### src/rtl/csfr_pkg.sv
// ----------------------------------------------------------------------------
// csfr_pkg
// Shared types and constants of the checksummed frame receiver.
// ----------------------------------------------------------------------------
`default_nettype none

package csfr_pkg;

    // Frame geometry: header, FRAME_LEN-2 payload bytes, checksum.
    localparam int FRAME_LEN    = 8;
    localparam int STORE_DEPTH  = FRAME_LEN - 1;
    localparam int IDX_W        = $clog2(STORE_DEPTH);
    localparam int POS_W        = $clog2(FRAME_LEN);
    localparam int BYTE_W       = 8;
    localparam int BYTE_INDEX_W = 3;
    localparam int M_TDATA_W    = 16;
    localparam int PADDR_W      = 4;
    localparam int PDATA_W      = 32;

    // Request kinds carried on s_tuser.
    localparam logic REQ_BYTE    = 1'b0;
    localparam logic REQ_RELEASE = 1'b1;

    // Register indexes (word addresses on the configuration port).
    localparam logic [1:0] REG_NORMAL_HEADER   = 2'd0;
    localparam logic [1:0] REG_DOWNLOAD_HEADER = 2'd1;
    localparam logic [1:0] REG_BRIDGE_HEADER   = 2'd2;

    localparam logic [BYTE_W-1:0] NORMAL_HEADER_RST   = 8'd170;
    localparam logic [BYTE_W-1:0] DOWNLOAD_HEADER_RST = 8'd171;
    localparam logic [BYTE_W-1:0] BRIDGE_HEADER_RST   = 8'd172;

    // Sequencer states.
    typedef enum logic [1:0] {
        ST_RECV,
        ST_FETCH,
        ST_SEND
    } state_t;

endpackage : csfr_pkg

`default_nettype wire

### src/rtl/checksummed_frame_receiver.sv
// ----------------------------------------------------------------------------
// checksummed_frame_receiver
// Finds fixed checksummed frames in a byte stream and emits the stored
// header and payload bytes of every frame whose checksum matches.
// ----------------------------------------------------------------------------
//
//  Channel   Direction  Handshake         Contents
//  s_        in         tvalid / tready   tdata: data_byte; tuser: req_type
//  m_        out        tvalid / tready   tdata: frame_byte, byte_index; tlast
//  APB       in/out     psel / penable    three 8-bit header registers
//
// While receiving, one word is accepted in every cycle. A byte that completes
// a frame with a good checksum starts the emission of the seven stored bytes,
// each of which is first read from the frame store and then offered on the
// output, and the input is held off until the last of them has been taken.
// Stalls on the output simply extend the emission. Reset is synchronous and
// active low; the frame store is not cleared, since only bytes written in the
// current frame are ever read back.
//
`default_nettype none

module checksummed_frame_receiver (
    input  wire logic                                aclk,
    input  wire logic                                aresetn,
    // Input stream
    input  wire logic                                s_tvalid,
    output logic                                     s_tready,
    input  wire logic [csfr_pkg::BYTE_W-1:0]         s_tdata,   // [7:0] data_byte
    input  wire logic                                s_tuser,   // [0] req_type
    // Result stream
    output logic                                     m_tvalid,
    input  wire logic                                m_tready,
    output logic [csfr_pkg::M_TDATA_W-1:0]           m_tdata,   // [7:0] frame_byte,
                                                                // [10:8] byte_index
    output logic                                     m_tlast,   // last_byte
    // Configuration port
    input  wire logic                                psel,
    input  wire logic                                penable,
    input  wire logic                                pwrite,
    input  wire logic [csfr_pkg::PADDR_W-1:0]        paddr,
    input  wire logic [csfr_pkg::PDATA_W-1:0]        pwdata,
    output logic [csfr_pkg::PDATA_W-1:0]             prdata,
    output logic                                     pready
);

    // ------------------------------------------------------------------
    // Configuration registers
    // ------------------------------------------------------------------
    logic [csfr_pkg::BYTE_W-1:0] normal_hdr_reg;
    logic [csfr_pkg::BYTE_W-1:0] download_hdr_reg;
    logic [csfr_pkg::BYTE_W-1:0] bridge_hdr_reg;
    logic                        cfg_wr;
    logic [1:0]                  cfg_sel;

    assign pready  = 1'b1;
    assign cfg_wr  = psel & penable & pwrite & pready;
    assign cfg_sel = paddr[3:2];

    always_ff @(posedge aclk) begin
        if (!aresetn) begin
            normal_hdr_reg   <= csfr_pkg::NORMAL_HEADER_RST;
            download_hdr_reg <= csfr_pkg::DOWNLOAD_HEADER_RST;
            bridge_hdr_reg   <= csfr_pkg::BRIDGE_HEADER_RST;
        end else if (cfg_wr) begin
            unique case (cfg_sel)
                csfr_pkg::REG_NORMAL_HEADER:   normal_hdr_reg   <= pwdata[7:0];
                csfr_pkg::REG_DOWNLOAD_HEADER: download_hdr_reg <= pwdata[7:0];
                csfr_pkg::REG_BRIDGE_HEADER:   bridge_hdr_reg   <= pwdata[7:0];
                default: ;
            endcase
        end
    end

    always_comb begin
        unique case (cfg_sel)
            csfr_pkg::REG_NORMAL_HEADER:   prdata = {24'd0, normal_hdr_reg};
            csfr_pkg::REG_DOWNLOAD_HEADER: prdata = {24'd0, download_hdr_reg};
            csfr_pkg::REG_BRIDGE_HEADER:   prdata = {24'd0, bridge_hdr_reg};
            default:                       prdata = '0;
        endcase
    end

    // ------------------------------------------------------------------
    // Parser state
    // ------------------------------------------------------------------
    csfr_pkg::state_t             state_reg, state_next;
    logic [csfr_pkg::POS_W-1:0]   pos_reg, pos_next;
    logic [csfr_pkg::BYTE_W-1:0]  sum_reg, sum_next;
    logic                         kind_reg, kind_next;   // frame may restart
    logic                         pend_reg, pend_next;
    logic [csfr_pkg::IDX_W-1:0]   rd_idx_reg, rd_idx_next;

    // Frame store: one synchronous memory with a registered read port.
    logic [csfr_pkg::BYTE_W-1:0]  frame_mem [csfr_pkg::STORE_DEPTH];
    logic [csfr_pkg::BYTE_W-1:0]  mem_q;
    logic                         wr_en;
    logic [csfr_pkg::IDX_W-1:0]   wr_addr;
    logic                         rd_en;

    logic                         in_fire;
    logic                         emit_start;
    logic                         rd_last;
    logic [csfr_pkg::BYTE_W-1:0]  rx_byte;

    assign in_fire = s_tvalid & s_tready;
    assign rx_byte = s_tdata;
    assign rd_last = (rd_idx_reg == csfr_pkg::IDX_W'(csfr_pkg::STORE_DEPTH - 1));

    // Reads only happen during emission and writes only while receiving, so
    // the two ports of the store never touch the same entry in one cycle.
    always_ff @(posedge aclk) begin
        if (wr_en) begin
            frame_mem[wr_addr] <= rx_byte;
        end
        if (rd_en) begin
            mem_q <= frame_mem[rd_idx_reg];
        end
    end

    // Byte parsing: decides the next parser state and the store write.
    always_comb begin
        pos_next   = pos_reg;
        sum_next   = sum_reg;
        kind_next  = kind_reg;
        pend_next  = pend_reg;
        wr_en      = 1'b0;
        wr_addr    = '0;
        emit_start = 1'b0;

        if (in_fire) begin
            if (s_tuser == csfr_pkg::REQ_RELEASE) begin
                pend_next = 1'b0;
            end else if (!pend_reg) begin
                if (pos_reg == '0) begin
                    // Waiting for a header; the normal kind wins on overlap.
                    if (rx_byte == normal_hdr_reg) begin
                        sum_next  = rx_byte;
                        kind_next = 1'b1;
                        pos_next  = csfr_pkg::POS_W'(1);
                        wr_en     = 1'b1;
                    end else if (rx_byte == download_hdr_reg ||
                                 rx_byte == bridge_hdr_reg) begin
                        sum_next  = rx_byte;
                        kind_next = 1'b0;
                        pos_next  = csfr_pkg::POS_W'(1);
                        wr_en     = 1'b1;
                    end
                end else if (pos_reg <= csfr_pkg::POS_W'(csfr_pkg::FRAME_LEN - 2)) begin
                    if (kind_reg && rx_byte == normal_hdr_reg) begin
                        // A normal header inside a normal frame restarts it.
                        sum_next  = rx_byte;
                        kind_next = 1'b1;
                        pos_next  = csfr_pkg::POS_W'(1);
                        wr_en     = 1'b1;
                    end else begin
                        sum_next  = sum_reg + rx_byte;
                        pos_next  = pos_reg + csfr_pkg::POS_W'(1);
                        wr_en     = 1'b1;
                        wr_addr   = pos_reg[csfr_pkg::IDX_W-1:0];
                    end
                end else begin
                    // Checksum position; anything else beyond is treated alike
                    // by returning to idle.
                    sum_next  = '0;
                    pos_next  = '0;
                    kind_next = 1'b0;
                    if (pos_reg == csfr_pkg::POS_W'(csfr_pkg::FRAME_LEN - 1) &&
                        sum_reg == rx_byte) begin
                        pend_next  = 1'b1;
                        emit_start = 1'b1;
                    end
                end
            end
        end
    end

    // Next state of the sequencer.
    always_comb begin
        state_next  = state_reg;
        rd_idx_next = rd_idx_reg;
        unique case (state_reg)
            csfr_pkg::ST_RECV: begin
                if (emit_start) begin
                    state_next  = csfr_pkg::ST_FETCH;
                    rd_idx_next = '0;
                end
            end
            csfr_pkg::ST_FETCH: begin
                state_next = csfr_pkg::ST_SEND;
            end
            csfr_pkg::ST_SEND: begin
                if (m_tready) begin
                    if (rd_last) begin
                        state_next = csfr_pkg::ST_RECV;
                    end else begin
                        state_next  = csfr_pkg::ST_FETCH;
                        rd_idx_next = rd_idx_reg + csfr_pkg::IDX_W'(1);
                    end
                end
            end
            default: begin
                state_next = csfr_pkg::ST_RECV;
            end
        endcase
    end

    // Outputs of the sequencer.
    always_comb begin
        s_tready = 1'b0;
        rd_en    = 1'b0;
        m_tvalid = 1'b0;
        unique case (state_reg)
            csfr_pkg::ST_RECV:  s_tready = 1'b1;
            csfr_pkg::ST_FETCH: rd_en    = 1'b1;
            csfr_pkg::ST_SEND:  m_tvalid = 1'b1;
            default: ;
        endcase
    end

    // The read data register holds steady while a word waits on the output.
    assign m_tdata = {{(csfr_pkg::M_TDATA_W - csfr_pkg::BYTE_W - csfr_pkg::BYTE_INDEX_W){1'b0}},
                      csfr_pkg::BYTE_INDEX_W'(rd_idx_reg), mem_q};
    assign m_tlast = rd_last;

    always_ff @(posedge aclk) begin
        if (!aresetn) begin
            state_reg  <= csfr_pkg::ST_RECV;
            pos_reg    <= '0;
            sum_reg    <= '0;
            kind_reg   <= 1'b0;
            pend_reg   <= 1'b0;
            rd_idx_reg <= '0;
        end else begin
            state_reg  <= state_next;
            pos_reg    <= pos_next;
            sum_reg    <= sum_next;
            kind_reg   <= kind_next;
            pend_reg   <= pend_next;
            rd_idx_reg <= rd_idx_next;
        end
    end

endmodule : checksummed_frame_receiver

`default_nettype wire

### config.mk
export PLATFORM = sky130hd
export DESIGN_NAME = checksummed_frame_receiver
export DESIGN_NICKNAME = d
export VERILOG_FILES = /design/src/rtl/csfr_pkg.sv /design/src/rtl/checksummed_frame_receiver.sv
export SDC_FILE = /design/constraint.sdc
export NUM_CORES = 1
export LEC_CHECK = 0
export CAP_MARGIN = 10
export CORE_UTILIZATION = 35
export DETAILED_ROUTE_END_ITERATION = 8
export DONT_BUFFER_PORTS = 1
export GPL_ROUTABILITY_DRIVEN = 0
export REMOVE_ABC_BUFFERS = 1
export SLEW_MARGIN = 10
export SYNTH_ARGS = -nofsm -noshare
export SYNTH_HDL_FRONTEND = slang
export SYNTH_SLANG_ARGS = --single-unit
### constraint.sdc
create_clock -name aclk -period 2.69 [get_ports aclk]
set_input_delay 0.269 -clock aclk [delete_from_list [all_inputs] [get_ports aclk]]
set_output_delay 0.269 -clock aclk [all_outputs]
set_load 0.03 [all_outputs]
==> impl_metrics.py <==
metrics = {
    "hold_path": {
        "hp-start": "pwdata[5]",
        "hold_end": "bridge_hdr_reg[5]",
        "hold_depth": 2,
        "hp-class": "input pin to register",
    },
    "place": {
        "placed_cell_area_um2": 5370,
        "portBuffers": 0,
        "dp_hpwl_um": 7670,
    },
    "global_route": {
        "grt_max_degree": 26,
        "antenna_found_initial": 0,
        "grt.total_usage": 0.158,
        "grt_pass1_wl_um": 18800,
        "grt_pass1_vias": 3407,
        "gr-total-overflow": 0,
    },
    "clock_tree": {
        "cts_tree": "yes",
        "h-tree-depth": 3,
        "numCtsBuffers": 9,
        "path_clk_slew_ns": 0.07,
        "root_buffer": "clkbuf_16",
        "clk_latency_ns": 0.35,
        "clk_path_buf_depth": 2,
        "clkSinkCount": 106,
    },
    "power": {
        "p_leak_nw": 2.02,
        "p_int_mw": 2.61,
        "power.density_nw_per_um2": 582,
        "seqPwrFrac": 0.511,
        "peakVddDrop_uv": 371,
        "switchingPower_mw": 0.771,
        "swShare": 0.228,
        "clkPwrFrac": 0.432,
        "combPwrFrac": 0.057,
    },
    "floorplan": {
        "coreArea_um2": 14500,
        "fp-row-count": 44,
        "start_util": 0.360,
        "dieArea_um2": 15400,
        "die_h_um": 124,
        "dieWidth_um": 124,
        "boundaryPins": 104,
    },
    "setup_path": {
        "reg2reg_depth": 8,
        "critPathLaunchType": "register",
        "criticalPathCategory": "register to register",
        "endpoint_kind": "register",
        "timing.rr.start": "pos_reg[1]",
        "crit_fanout": 9,
        "arrival_ns": 2.57,
        "r2r_setup_slack_ns": 0.33,
        "r2r-end": "rd_idx_reg[0]",
        "required_ns": 2.90,
    },
    "detailed_routing": {
        "drt-initial-drc-count": 311,
        "wl_per_cell_um": 17.6,
        "first_pass_iters": 4,
        "vias": 3467,
        "drtAntennaViolNets": 0,
        "drt-vias-per-instance": 5.20,
        "routed_wl_um": 11800,
        "drc": 0,
    },
    "finish": {
        "layout-area-overhead-vs-synth_pct": 11.2,
        "n_antenna_cell": 0,
        "largest_register": "frame_mem",
        "layout_common_cells": "edfxtp_1 (64), nand2_1 (58), dfxtp_1 (42)",
        "nets": 544,
        "largest_reg_flops": 56,
        "layout_commonest_cell": "edfxtp_1",
        "drive_above_1_share": 0.116,
        "fin_area_um2": 5820,
    },
    "timing": {
        "finalHoldViolCount": 0,
        "fin_crit_sh": 0.877,
        "setup_violations": 0,
        "finalSetupTns_ns": 0,
        "timing.fmax_mhz": 424,
        "slew_violations": 0,
        "rsz0062_at_grt": "no",
        "worst_pin_slew_ns": 1.05,
        "max_slew_margin": 0.295,
        "hold_ws_ns": 0.0446,
        "clock_skew_ns": 0.00516,
        "fin_crit_ns": 2.36,
    },
    "synth": {
        "ys_seq_elements": 106,
        "syn_area_um2": 5230,
        "synth.avg_cell_area_um2": 11.3,
        "synth_xor_xnor_area_share": 0.0452,
        "synthCells": 462,
        "synthSimpleGateAreaFrac": 0.137,
        "ys_seq_area_frac": 0.528,
        "yosys_warnings": 0,
        "synth_flop_cell": "edfxtp_1",
        "synth-edff-count": 64,
        "synth.area.mux_share": 0.0976,
        "yosys.area.top_type": "edfxtp_1",
        "yosys-top-cells-area": "edfxtp_1 (37%), dfxtp_1 (16%), mux2i_1 (4.6%)",
        "synth_fa_ha_area_frac": 0.0349,
        "async_flop_share": 0,
        "synth_top_area_frac": 0.367,
        "synth_cell_type_count": 55,
        "synth_compound_area_frac": 0.0906,
        "synth_top_family_by_area": "simple AND/OR/NAND/NOR gates",
    },
    "flow_run": {
        "drv_cap": 0,
    },
    "status": {
        "outcome": "completed",
    },
}
-- through the flow --
step                       util  cells  setup WS (ns)  total power, mW
after floorplan               -    441          0.111             1.91
after global placement    0.369    640          0.361             1.93
after detailed placement  0.369    640          0.303             1.93
after CTS                 0.400    667          0.298             3.42
after global routing      0.400    667         0.0871             3.51
final                     0.400    667          0.331             3.38
-- layout make-up --
cell class                      count  area [µm²]
Fill cell                        1392        8720
Sequential cell                   106        2760
Multi-Input combinational cell    327        2230
Tap cell                          184         230
Clock buffer                        9         225
Timing Repair Buffer               26         223
Clock inverter                      7         111
Inverter                            8        30.0
-- cell usage after synthesis (all sizes together) (2+ instances only) --
master  instances
nand2          58
mux2i          24
dfxtp          42
nor2b           6
nor4            5
nand3          23
nor3b           3
o21a            2
a21oi          28
nor2           11
nor3            4
mux2            8
a22oi           4
buf            38
o21ai          25
nand4           8
nand2b          7
a31oi           2
mux4            8
xnor2          17
o211ai          3
or4             2
o31ai           2
a21o            2
edfxtp         64
nand3b          5
conb            2
inv             7
clkbuf         11
and2            4
xor2           10
ha             13
-- worst max-delay path, stage by stage, from the launching register on --
cell      delay [ns]
dfxtp_1         0.50
ha_1            0.21
ha_1            0.14
or4b_1          0.44
nor4_2          0.35
nand2_1         0.16
a21oi_4         0.22
nand2b_1        0.13
a21oi_1         0.07
-- power groups by stage --
stage	clock (mW)	sequential (mW)	combinational (mW)
2_1_floorplan	0	1.76	0.146
3_3_place_gp	0	1.77	0.163
3_5_place_dp	0	1.77	0.165
4_1_cts	1.50	1.73	0.195
5_1_grt	1.57	1.73	0.212
6_report	1.46	1.73	0.194
-- metal layers --
| layer | wire length, µm | global-route usage | part of all wire | vias to the layer above |
|---|---|---|---|---|
| met4 | 93 | 0.0411 | 0.0079 | 0 |
| met3 | 675 | 0.0417 | 0.057 | 7 |
| met5 | 0 | 0 | 0 | - |
| met1 | 5110 | 0.199 | 0.43 | 1705 |
| met2 | 5880 | 0.267 | 0.50 | 103 |
| li1 | - | - | - | 1652 |
-- worst max path at each step --
stage	startpoint	endpoint	slack [ns]	cells past startpoint
6_report	pos_reg[1]	rd_idx_reg[0]	0.33	8
2_1_floorplan	normal_hdr_reg[4]	frame_mem[0][0]	0.11	6
3_3_place_gp	pos_reg[1]	rd_idx_reg[0]	0.36	8
4_1_cts	pos_reg[1]	rd_idx_reg[0]	0.30	8
5_1_grt	pos_reg[1]	rd_idx_reg[1]	0.09	8
3_5_place_dp	pos_reg[1]	rd_idx_reg[0]	0.30	8
-- cells by family after synthesis --
kind of cell	Yosys count
mux	40
fa+ha+maj	14
compound gates	77
flops	106
xor+xnor	27
buf+inv	57
simple gates	139
other cells	2
-- repair_timing --
| action | CTS | global route |
|---|---|---|
| endpoints found under the hold margin | 68 | 0 |
| gates resized for setup | 0 | 0 |
| setup buffers | 0 | 0 |
| hold buffers | 11 | 0 |
No activity file was read; power rests on OpenSTA's default activity.
